### src/hdl/skt_pkg.sv
// ----------------------------------------------------------------------------
// skt_pkg: shared types and codes of the sorted key table
// Command and status codes, the cell operation code and the per-cell
// compare flags that travel from the cells to the controller.
// ----------------------------------------------------------------------------
package skt_pkg;

   // Width of the position and range count result fields.
   localparam int POS_WIDTH    = 7;
   localparam int STATUS_WIDTH = 3;
   localparam int CMD_WIDTH    = 2;

   // Command codes of an input beat.
   typedef enum logic [CMD_WIDTH-1:0] {
      CMD_INSERT  = 2'd0,
      CMD_REMOVE  = 2'd1,
      CMD_FIND    = 2'd2,
      CMD_EXTRACT = 2'd3
   } cmd_type;

   // Status codes of a result beat.
   typedef enum logic [STATUS_WIDTH-1:0] {
      STATUS_OK        = 3'd0,
      STATUS_DUP       = 3'd1,
      STATUS_NOT_FOUND = 3'd2,
      STATUS_FULL      = 3'd3,
      STATUS_BAD_RANGE = 3'd4,
      STATUS_EMPTY     = 3'd5
   } status_type;

   // Operation that every cell applies to its key.
   typedef enum logic [1:0] {
      CELL_HOLD   = 2'd0,
      CELL_INSERT = 2'd1,
      CELL_REMOVE = 2'd2,
      CELL_ROTATE = 2'd3
   } cell_op_type;

   // Registered compare result of one cell against the probe key.
   typedef struct packed {
      logic lt;   // occupied and stored key below the probe
      logic eq;   // occupied and stored key equal to the probe
   } cell_flags_type;

endpackage

### src/hdl/skt_cell.sv
// ----------------------------------------------------------------------------
// skt_cell: one slot of the sorted key table
// Holds one key, compares it with the probe key and moves keys to and from
// its neighbors for insert, remove and rotation.
// ----------------------------------------------------------------------------
module skt_cell #(
   parameter int KEY_WIDTH = 32
) (
   input  logic                    clock,
   input  skt_pkg::cell_op_type    op,
   input  logic                    occupied,
   input  logic [KEY_WIDTH-1:0]    probe_key,
   input  logic [KEY_WIDTH-1:0]    insert_key,
   input  logic                    left_lt,
   input  logic [KEY_WIDTH-1:0]    left_key,
   input  logic [KEY_WIDTH-1:0]    right_key,
   output logic [KEY_WIDTH-1:0]    key,
   output skt_pkg::cell_flags_type flags
);

   logic [KEY_WIDTH-1:0]    key_ff;
   logic [KEY_WIDTH-1:0]    key_in;
   skt_pkg::cell_flags_type flags_ff;
   skt_pkg::cell_flags_type flags_in;

   // Compare the stored key with the probe; empty slots never match.
   always_comb begin
      flags_in.lt = occupied && (key_ff < probe_key);
      flags_in.eq = occupied && (key_ff == probe_key);
   end

   // Insert and remove keep the key of slots below the sorted position and shift the others; rotate shifts every slot.
   always_comb begin
      case (op)
         skt_pkg::CELL_INSERT: begin
            if (flags_ff.lt) begin
               key_in = key_ff;
            end else if (left_lt) begin
               key_in = insert_key;
            end else begin
               key_in = left_key;
            end
         end
         skt_pkg::CELL_REMOVE: key_in = flags_ff.lt ? key_ff : right_key;
         skt_pkg::CELL_ROTATE: key_in = right_key;
         default:              key_in = key_ff;
      endcase
   end

   always_ff @(posedge clock) begin
      key_ff   <= key_in;
      flags_ff <= flags_in;
   end

   assign key   = key_ff;
   assign flags = flags_ff;

endmodule

### config.mk
export PLATFORM = sky130hd
export DESIGN_NAME = skt_cell
export DESIGN_NICKNAME = d
export VERILOG_FILES = /design/src/hdl/skt_pkg.sv /design/src/hdl/skt_cell.sv
export SDC_FILE = /design/constraint.sdc
export NUM_CORES = 1
export LEC_CHECK = 0
export ABC_CLOCK_PERIOD_IN_PS = 4300
export BUFFER_PORTS_ARGS = -buffer_cell sky130_fd_sc_hd__buf_2
export CELL_PAD_IN_SITES_DETAIL_PLACEMENT = 1
export CELL_PAD_IN_SITES_GLOBAL_PLACEMENT = 1
export CORE_UTILIZATION = 25
export DETAILED_ROUTE_END_ITERATION = 16
export GPL_ROUTABILITY_DRIVEN = 1
export PLACE_DENSITY_LB_ADDON = 0.1
export SLEW_MARGIN = 20
export SYNTH_ARGS = -nofsm -noshare
export SYNTH_HDL_FRONTEND = slang
export SYNTH_SLANG_ARGS = --single-unit
### constraint.sdc
create_clock -name clock -period 4.3 [get_ports clock]
set_input_delay 0.215 -clock clock [delete_from_list [all_inputs] [get_ports clock]]
set_output_delay 0.215 -clock clock [all_outputs]
set_load 0.01 [all_outputs]
; ---- Word level (Yosys, flattened, before mapping)
; Cells that the tools add are included.
[totals]
register_bits = 34
in_bits = 133
output_inout_bits = 34
wordCells = 18
[op_classes]
order_cmp = 1
n_eq_ne = 6
mux = 4
reduce_logical = 4
[op_table]
columns = cell, n
row1 = 2-to-1 mux 32 bit, 3
row2 = one-hot mux 32 bit (3 select lines), 1
row3 = == test 32 bit, 1
row4 = < comparator 32 bit, 1
row5 = == test 2 bit (second input constant), 2
row6 = inequality test 2 bit (second input constant), 2
row7 = AND reduction 3 bit, 1
row8 = nonzero test 3 bit, 1
row9 = == test 2 x 1 -> 1 bit (second input constant), 1
row10 = logical AND 1 bit, 2

; ---- Longest topological paths before layout
; Gate-level depths: netlist of run 1.
[logic_depth]
ltp_word = 3
mapped_depth = 7
mapped_depth_nobuf = 7

; ---- Worst setup path after synthesis of run 1
; No wires, ideal clock.
[synth_path]
path_kind = input port to flip-flop
start = in op[1]
end = reg key_ff[0] (netlist: key[0]) (enable)
setup_time_ns = 0.393
arrival_time_ns = 1.243
required_time_ns = 3.907
setup_slack_ns = 2.664
cell_stages = 2
n_path_buf = 1
path_cell_list = buf_2 > maj3_1
[synth_via]
elab_chain_len = 3
word_cells_on_any_way = 7
cone_classes = eq/ne: 5 / reduce/logical: 2
[synth_lines]
columns = item, line_no
row1 = start: declaration, skt_cell.sv:10  ; input skt_pkg::cell_op_type op,
row2 = == test 2 x 1 -> 1 bit / == test 2 bit (equally long branches), skt_cell.sv:34  ; case (op)
row3 = inequality test 2 bit (no source line) / nonzero test 3 bit (equally long branches), --
row4 = AND reduction 3 bit (no source line) *, --
row5 = end signal: assignment, skt_cell.sv:51  ; key_ff <= key_in;
row6 = end: declaration, skt_cell.sv:21  ; logic [KEY_WIDTH-1:0] key_ff;
; Every way passes the cells marked *; elsewhere a longest branch is shown, timed or not.
; A chain may end at the register's enable or synchronous reset.

==> results of run 1 <==
flip-flops by register name, summed over array words and instances, names as in the netlist:
signal / cells
flags: 2
key: 32
where the power goes:
part           leakage, nW  internal [mW]  total, mW  switching [mW]
sequential           0.339          0.413      0.436          0.0233
combinational         1.50          0.143      0.299           0.156
clock               0.0383          0.112      0.222           0.111
metal layers:
metal	vias to the layer above	routed length, microns	share of wire (%)
met5	-	0	0
met4	0	61	0.81
met3	4	456	6.1
met2	79	3800	50
met1	1069	3210	43
li1	1236	-	-
final timing paths:
check	depth (start not counted)	end	slack [ns]	from
setup / recovery	6	flags[1]	2.55	key[15]
hold / removal	3	key[22]	0.21	right_key[22]
setup reg to reg	6	flags[1]	2.55	key[15]
hold reg to reg	3	flags[1]	0.74	key[31]
kinds of logic after synthesis:
family | share of synthesized area (%)
simple gates | 11.2
fa+ha+maj | 16.3
compound gates | 12.9
buf+inv | 7.11
flops | 39.8
mux | 12.7
through the flow:
stage | instance area, sq um | power [mW] | setup slack [ns] | hold WS, ns
final | 3540 | 0.957 | 2.55 | 0.213
after global routing | 3540 | 1.03 | 2.44 | 0.227
after CTS | 3540 | 0.981 | 2.53 | 0.210
after floorplan | 2520 | 0.606 | 2.66 | 0.377
after detailed placement | 3470 | 0.752 | 2.23 | 0.506
after global placement | 3470 | 0.743 | 2.26 | 0.503
worst max-delay path: stages (launching register included):
cell and delay [ns]:
edfxtp_1 0.42, ha_1 0.35, nand4_2 0.13, nor4_2 0.36, o21ai_1 0.13, o211ai_1 0.14
a211oi_2 0.09
cells in the mapped netlist (2+ instances only):
library cell and number:
mux2i_1 32, edfxtp_1 32, buf_4 3, ha_1 32
nand4_1 5, a21o_1 3, nor4_1 2, o21ai_0 14
buf_2 2, nor2_1 3, o21ai_1 21, nor4_2 2
dfxtp_1 2, inv_1 33, nand4_2 2, o21a_1 2
nand2_1 38, a21oi_1 11, clkbuf_1 6
layout make-up:
| cell class | instances | share of cell area (%) |
|---|---|---|
| clock buffers | 7 | 2.15 |
| inverters | 33 | 3.49 |
| multi-input cells | 178 | 37.8 |
| flip-flops and latches | 34 | 28.2 |
| well taps | 133 | 4.69 |
| repair buffers | 167 | 23.6 |
==> impl_results.md, run 1 <==
- Outcome: complete, no violations
- Sequential area share after synthesis: 39.8%
- Via Count: 2388
- Final Core Density: 36.3%
- Initial core utilization: 25.8%
- Top cells by area, synth: edfxtp_1 (38%), ha_1 (16%), mux2i_1 (13%)
- Total track usage: 14.4%
- Share of the synthesized area in the top cell type: 38.2%
- Unrepaired setup endpoints after global routing: no
- Max-cap violations: 0
- Busiest grt layer: met2
- Final hold violation count: 0
- Initial antenna violation count: 0
- Post-CTS Hold Buffers: 0
- Clk sink count: 34
- Core area: 9770 sq um
- Grt total ovfl: 0
- Largest net degree at the start of global routing: 66
- Worst slew pin tran: 0.968 ns
- Worst Hold Class: primary input to register
- Post-CTS sizing: 0
- Worst setup SP type: register
- Register area: 1000 sq um
- Setup violators final: 0
- WP data required: 4.46 ns
- First-pass GRT wire length: 11400 microns
- Syn_nets: 421
- Most frequent cells in the layout: buf_2 (166), nand2_1 (38), inv_1 (33)
- Final period util: 40.6%
- Chip width: 102 microns
- Max Freq: 573 MHz
- DP HPWL: 6420 microns
- Via density: 4.33
- Die Ht: 102 microns
- I/O pins: 167
- P_leak: 1.88 nW
- CTS Root Cell: clkbuf_8
- Site row count: 36
- Port bufs: 166
- WS Path Type: register to register
- Vias in the first global route: 2371
- Clk_lat worst skew: 0.28 ns
- Post-layout min period: 1.75 ns
- Slew headroom: 35.5%
- Post-route insts no fill: 552
- Met3 Use GR: 3.35%
- Yosys cell types: 30
- Met2 Use GR: 25.5%
- Cells after synthesis: 256
- DRC Markers: 0
- Fin Setup TNS: 0 ns
- Final Max Slew Viols: 0
- Yosys synthesis warning count: 0
- EDFF count, synth: 32
- Worst Path Max Fanout: 3
- Mean area per synthesized cell: 9.83 sq um
- TritonCTS clock tree: yes
- Share of cells above drive strength 1: 42.7%
- Clock skew: 0.00619 ns
- GP Congestion: 0.701
- WL final: 7530 microns
- DR iter-0 viols: 34
- Arr. time, crit path: 1.91 ns
- PwrDens: 270 nW/um^2
- Drt first pass iters: 4
- CTS clk-pin slew, worst paths: 0.07 ns
- Fraction of registers with async set/reset: 0%
- Antenna Nets Post-Route: 0
- Main flop type after synthesis: edfxtp_1
- Total die area: 10500 sq um
- Total Nets Final: 584
- Post-CTS setup buffers: 0
- Post-synth top area cell: edfxtp_1
- Yosys reg bits: 34
- Synthesized cell area: 2520 sq um
- H-tree Lvls: 2
- Max VDD drop: 0.0930 mV
- Layout area overhead: 40.8%
- Drt wl/cell: 13.6 microns
- Longest Clk Path Bufs: 2
- Fillers: 1214
- Worst Setup End Kind: register
- Area of the multi-input gates: 1340 sq um
- Commonest non-fill, non-tap cell in the layout: buf_2
- Antenna cell count: 0
- Cell Count Post-Placement: 545
- Met1 global-route usage: 17.8%
- Inserted Clock Buffers: 5
Note: power is estimated with default switching activity, not from simulation.
==> run 2, diff against run 1 <==
ABC_CLOCK_PERIOD_IN_PS = 1600   (was 4300)
clock period = 1.6 ns   (was 4.3 ns; I/O delays follow)
==> impl_results.md, run 2 (same netlist as run 1, synthesis figures left out) <==
- CTS Root Cell: clkbuf_8
- Final period util: 102% (+61 points)
- Worst Hold Class: primary input to register
- P_leak: 1.93 nW (+2.6%)
- First-pass GRT wire length: 12200 microns (+6.3%)
- CTS clk-pin slew, worst paths: 0.08 ns (about the same)
- Min-delay src: right_key[6]
- Register area: 1000 sq um (unchanged)
- Final hold violation count: 0 (unchanged)
- Slew headroom: 61.4% (+26 points)
- Total track usage: 15.4% (+0.98 points)
- Outcome: finished, violations left
- Initial antenna violation count: 0 (unchanged)
- Initial core utilization: 25.8% (unchanged)
- Hold Path End: key[6]
- Max reg flops: 32 (unchanged)
- Chip width: 102 microns (unchanged)
- Worst reg2reg setup slack: -0.03 ns (-2.58 ns)
- WL final: 8050 microns (+6.9%)
- Clock skew: 0.00635 ns (+0.000161 ns)
- Worst setup SP type: register
- CP max stage delay: 0.43 ns (about the same)
- Max Freq: 614 MHz (+7.2%)
- Vias in the first global route: 2452 (+3.4%)
- WP data required: 1.76 ns (-2.70 ns)
- DP HPWL: 6610 microns (+3.0%)
- Core area: 9770 sq um (unchanged)
- Failing checks: negative setup slack
- Max-cap violations: 0 (unchanged)
- Antenna Nets Post-Route: 0 (unchanged)
- Via Count: 2462 (+3.1%)
- GP Congestion: 0.730 (+4.0%)
- Share of cells above drive strength 1: 47.2% (+4.4 points)
- Drt first pass iters: 4 (unchanged)
- Final worst-path setup slack: -0.0298 ns (-2.58 ns)
- Max VDD drop: 0.282 mV (+200%)
- Layout area overhead: 49.6%
- Total die area: 10500 sq um (unchanged)
- Internal Power: 1.90 mW (+190%)
- Worst path bufs/invs: 0 (unchanged)
- Total power: 2.76 mW (+190%)
- Via density: 4.41 (+2.0%)
- DRC Markers: 0 (unchanged)
- Clk sink count: 34 (unchanged)
- Worst Setup End Kind: register
- Arr. time, crit path: 1.79 ns (-0.12 ns)
- Drt wl/cell: 14.4 microns (+5.8%)
- Site row count: 36 (unchanged)
- Sequential Power Share: 42.6% (-2.9 points)
- Inserted Clock Buffers: 5 (unchanged)
- I/O pins: 167 (unchanged)
- TritonCTS clock tree: yes
- Sw frac: 31.1% (+0.76 points)
- Clk_lat worst skew: 0.29 ns (about the same)
- Commonest non-fill, non-tap cell in the layout: buf_2
- Setup Slack @ Placement: -0.119 ns (-2.35 ns)
- Grt total ovfl: 0 (unchanged)
- Hold Path Cell Cnt: 3 (unchanged)
- Unrepaired setup endpoints after global routing: yes
- PwrDens: 734 nW/um^2 (+170%)
- Fillers: 1189 (-2.1%)
- Worst r2r src: key[7]
- H-tree Lvls: 2 (unchanged)
- Worst Path Max Fanout: 2 (-1)
- Top delay family on crit path: compound AO/OA/AOI/OAI gates
- Post-layout min period: 1.63 ns (-0.117 ns)
- Port bufs: 166 (unchanged)
- WS Path Type: register to register
- Cell count of the worst reg-to-reg path: 6 (unchanged)
- DR iter-0 viols: 34 (unchanged)
- Reg2reg end: flags[1]
- Worst-path cell chain: ha_4, nand2_4, o21a_1, o221a_1, o211ai_1, a211oi_2
- Comb pwr share: 33.1% (+1.8 points)
- Most frequent cells in the layout: buf_2 (166), nand2_1 (37), inv_1 (33)
- Hold slack: 0.0718 ns (-0.141 ns)
- Setup violators final: 2 (+2)
- Die Ht: 102 microns (unchanged)
- Longest Clk Path Bufs: 2 (unchanged)
- Largest net degree at the start of global routing: 65 (-1.5%)
- Final Core Density: 38.5% (+2.3 points)
- Clock power share: 24.3% (+1.1 points)
- Total Nets Final: 588 (+0.68%)
- Area of the multi-input gates: 1500 sq um (+12%)
- P_sw: 859 uW (+200%)
- Fin Setup TNS: -0.0525 ns (-0.0525 ns)
- Final Max Slew Viols: 0 (unchanged)
- Worst slew pin tran: 0.579 ns (-0.388 ns)
- CP max stage cell: edfxtp_1
## run 2: cell types whose count changed in the layout (fill, tap and decap cells not counted), sizes merged
cell and change:
buf +4, diode +1, clkinv +1
## run 2: stage by stage
step,instance area [sq um],cells
6_report,3760,558
5_1_grt,3760,557
4_1_cts,3700,556
3_5_place_dp,3500,548
3_3_place_gp,3500,548
2_1_floorplan,2520,256
## run 2: worst max path at each step
stage | startpoint | endpoint | slack, ns | cells after the start
2_1_floorplan | key[7] | flags[1] | 0.03 | 6
3_3_place_gp | key[14] | flags[1] | -0.07 | 6
3_5_place_dp | key[13] | flags[1] | -0.12 | 6
4_1_cts | key[5] | flags[1] | -0.04 | 6
5_1_grt | key[8] | flags[0] | -0.11 | 6
6_report | key[7] | flags[1] | -0.03 | 6
## run 2: power groups by stage
stage               combinational [mW]  clock [mW]  sequential (mW)
global placement                 0.827           0             1.18
finish                           0.915       0.671             1.18
detailed placement               0.843           0             1.19
global route                      1.03       0.728             1.19
floorplan                        0.403           0             1.23
CTS                              0.906       0.704             1.18
## run 2: layout make-up
class | instances | area share [%]
clock buffers | 7 | 2.29
inverters | 33 | 3.29
well taps | 133 | 4.42
repair buffers | 171 | 23.4
clock inverters | 1 | 0.133
flip-flops and latches | 34 | 26.6
multi-input cells | 178 | 39.8
diodes | 1 | 0.0665
## run 2: layer usage
layer,wire (microns),up-vias,GRT usage (%)
met5,0,-,0
met4,82,0,3.96
met3,464,6,3.90
met2,4000,81,26.4
met1,3500,1123,19.3
li1,-,1252,-
## run 2: worst min-delay path: stages
cell,delay [ns]
buf_2,0.07
nand2_1,0.04
o21ai_1,0.06
## run 2: repair_timing
| item | in CTS | in global routing |
|---|---|---|
| pin swaps | 10 | 3 |
| hold endpoints to repair | 0 | 0 |
| resized for setup | 13 | 6 |
| hold buffers | 0 | 0 |
| endpoints found under the setup margin | 2 | 34 |
| cloned | 0 | 0 |
| buffers inserted | 0 | 1 |
==> run 3, diff against run 2 <==
ABC_CLOCK_PERIOD_IN_PS = 2000   (was 1600)
clock period = 2 ns   (was 1.6 ns; I/O delays follow)
==> impl_results.md, run 3 (same netlist as run 1, synthesis figures left out) <==
- Antenna Nets Post-Route: 0 (unchanged)
- Largest net degree at the start of global routing: 65 (unchanged)
- WP data required: 2.17 ns (+0.41 ns)
- Chip width: 102 microns (unchanged)
- Cell count of the worst reg-to-reg path: 6 (unchanged)
- Max-cap violations: 0 (unchanged)
- Final Core Density: 36.5% (-2.0 points)
- Drt wl/cell: 14.4 microns (-0.27%)
- DR WL met3: 449 microns (-3.2%)
- Via Count: 2428 (-1.4%)
- Vias in the first global route: 2481 (+1.2%)
- Final hold violation count: 0 (unchanged)
- Setup Slack @ Placement: 0.246 ns (+0.365 ns)
- Worst reg2reg setup slack: 0.31 ns (+0.34 ns)
- Post-CTS setup buffers: 0 (unchanged)
- Share of cells above drive strength 1: 42.9% (-4.3 points)
- Routed met2 length: 3890 microns (-2.7%)
- Clock skew: 0.00700 ns (+0.000652 ns)
- WL final: 7950 microns (-1.2%)
- P_leak: 1.89 nW (-2.0%)
- TritonCTS clock tree: yes
- PwrDens: 583 nW/um^2 (-21%)
- Antenna cell count: 0 (-1)
- Die Ht: 102 microns (unchanged)
- Longest Clk Path Bufs: 2 (unchanged)
- Top Metal Used: met4
- Slew headroom: 45.6% (-16 points)
- Hold Path Cell Cnt: 3 (unchanged)
- Total Nets Final: 585 (-0.51%)
- Worst Path Max Fanout: 2 (unchanged)
- Grt total ovfl: 0 (unchanged)
- Outcome: complete, no violations
- H-tree Lvls: 2 (unchanged)
- CTS Root Cell: clkbuf_8
- Post-layout min period: 1.69 ns (+0.0619 ns)
- DR iter-0 viols: 31 (-8.8%)
- First-pass GRT wire length: 11800 microns (-3.2%)
- Final period util: 84.6% (-17 points)
- Internal Power: 1.44 mW (-25%)
- Site row count: 36 (unchanged)
- Total die area: 10500 sq um (unchanged)
- Reg2reg end: flags[1]
- Post-CTS sizing: 0 (-13)
- Clk sink count: 34 (unchanged)
- Worst setup SP type: register
- Worst Setup End Kind: register
- CTS clk-pin slew, worst paths: 0.07 ns (about the same)
- Arr. time, crit path: 1.86 ns (+0.07 ns)
- Final worst-path setup slack: 0.308 ns (+0.338 ns)
- Min-delay src: right_key[10]
- P_sw: 640 uW (-26%)
- Port bufs: 166 (unchanged)
- Commonest non-fill, non-tap cell in the layout: buf_2
- Sw frac: 30.8% (-0.29 points)
- Clock power share: 23.4% (-0.9 points)
- Max Freq: 591 MHz (-3.7%)
- Unrepaired setup endpoints after global routing: no
- Drt first pass iters: 4 (unchanged)
- DRC Markers: 0 (unchanged)
- Post-CTS Hold Buffers: 0 (unchanged)
- WS Path Type: register to register
- Sequential Power Share: 44.9% (+2.3 points)
- Layout area overhead: 41.6%
- Top delay family on crit path: simple AND/OR/NAND/NOR gates
- GP Congestion: 0.761 (+4.3%)
- Most frequent cells in the layout: buf_2 (166), nand2_1 (38), inv_1 (33)
- Max VDD drop: 0.213 mV (-24%)
- Final Max Slew Viols: 0 (unchanged)
- Initial antenna violation count: 0 (unchanged)
- Initial core utilization: 25.8% (unchanged)
- I/O pins: 167 (unchanged)
- Via density: 4.39 (-0.49%)
- Worst Hold Class: primary input to register
- Wl on met1: 3530 microns (+0.77%)
- Max reg flops: 32 (unchanged)
- Clk_lat worst skew: 0.28 ns (about the same)
- Inserted Clock Buffers: 5 (unchanged)
- CP max stage delay: 0.39 ns (-0.04 ns)
- Worst r2r src: key[14]
- Worst-path cell chain: ha_1, nand4_2, nor4_2, o21ai_1, o211ai_1, a211oi_2
- Total track usage: 15.1% (-0.32 points)
- CP max stage cell: edfxtp_1
- Hold Path End: key[10]
- Setup violators final: 0 (-2)
- Fin Setup TNS: 0 ns (+0.0525 ns)
- Worst slew pin tran: 0.816 ns (+0.236 ns)
- DP HPWL: 6740 microns (+1.9%)
- Worst path bufs/invs: 0 (unchanged)
- Core area: 9770 sq um (unchanged)
- Comb pwr share: 31.7% (-1.4 points)
-- run 3: cell types whose count changed in the layout (fill, tap and decap cells not counted), sizes merged --
cell and delta:
buf -3, clkinv -1, diode -1
-- run 3: routing by layer --
| metal | vias up | track usage (%) |
|---|---|---|
| met5 | - | 0 |
| met4 | 0 | 4.62 |
| met3 | 6 | 2.94 |
| met2 | 77 | 26.3 |
| met1 | 1101 | 18.8 |
| li1 | 1244 | - |
-- run 3: final cells by class --
class / count / area [sq um]
Multi-Input combinational cell: 178 / 1340
Sequential cell: 34 / 1000
Tap cell: 133 / 166
Inverter: 33 / 124
Fill cell: 1214 / 6210
Clock buffer: 7 / 76.3
Timing Repair Buffer: 168 / 858
-- run 3: power by group through the flow --
stage,clock [mW],combinational [mW],sequential [mW]
finish,0.486,0.659,0.933
global route,0.538,0.750,0.945
floorplan,0,0.322,0.982
detailed placement,0,0.676,0.951
global placement,0,0.665,0.944
CTS,0.513,0.679,0.935
-- run 3: metrics by stage --
step                      total power [mW]  instance area (sq um)  hold WS, ns  std cells
after floorplan                       1.30                   2520        0.262        256
after global placement                1.61                   3490        0.383        546
after detailed placement              1.63                   3490        0.387        546
after CTS                             2.13                   3560       0.0895        553
after global routing                  2.23                   3560        0.102        553
final                                 2.08                   3560       0.0989        553
-- run 3: how the worst max path moves through the flow --
| stage | startpoint | end | slack, ns | cells past startpoint |
|---|---|---|---|---|
| 2_1_floorplan | flags[1] | key[0] | 0.37 | 2 |
| 3_3_place_gp | key[14] | flags[1] | 0.35 | 6 |
| 3_5_place_dp | key[14] | flags[1] | 0.25 | 6 |
| 4_1_cts | key[14] | flags[1] | 0.25 | 6 |
| 5_1_grt | key[14] | flags[1] | 0.18 | 6 |
| 6_report | key[14] | flags[1] | 0.31 | 6 |
-- run 3: worst register-to-register path, cell delays in order (launching register included) --
cell and delay (ns):
edfxtp_1 0.39, ha_1 0.33, nand4_2 0.14, nor4_2 0.35, o21ai_1 0.12, o211ai_1 0.14, a211oi_2 0.10
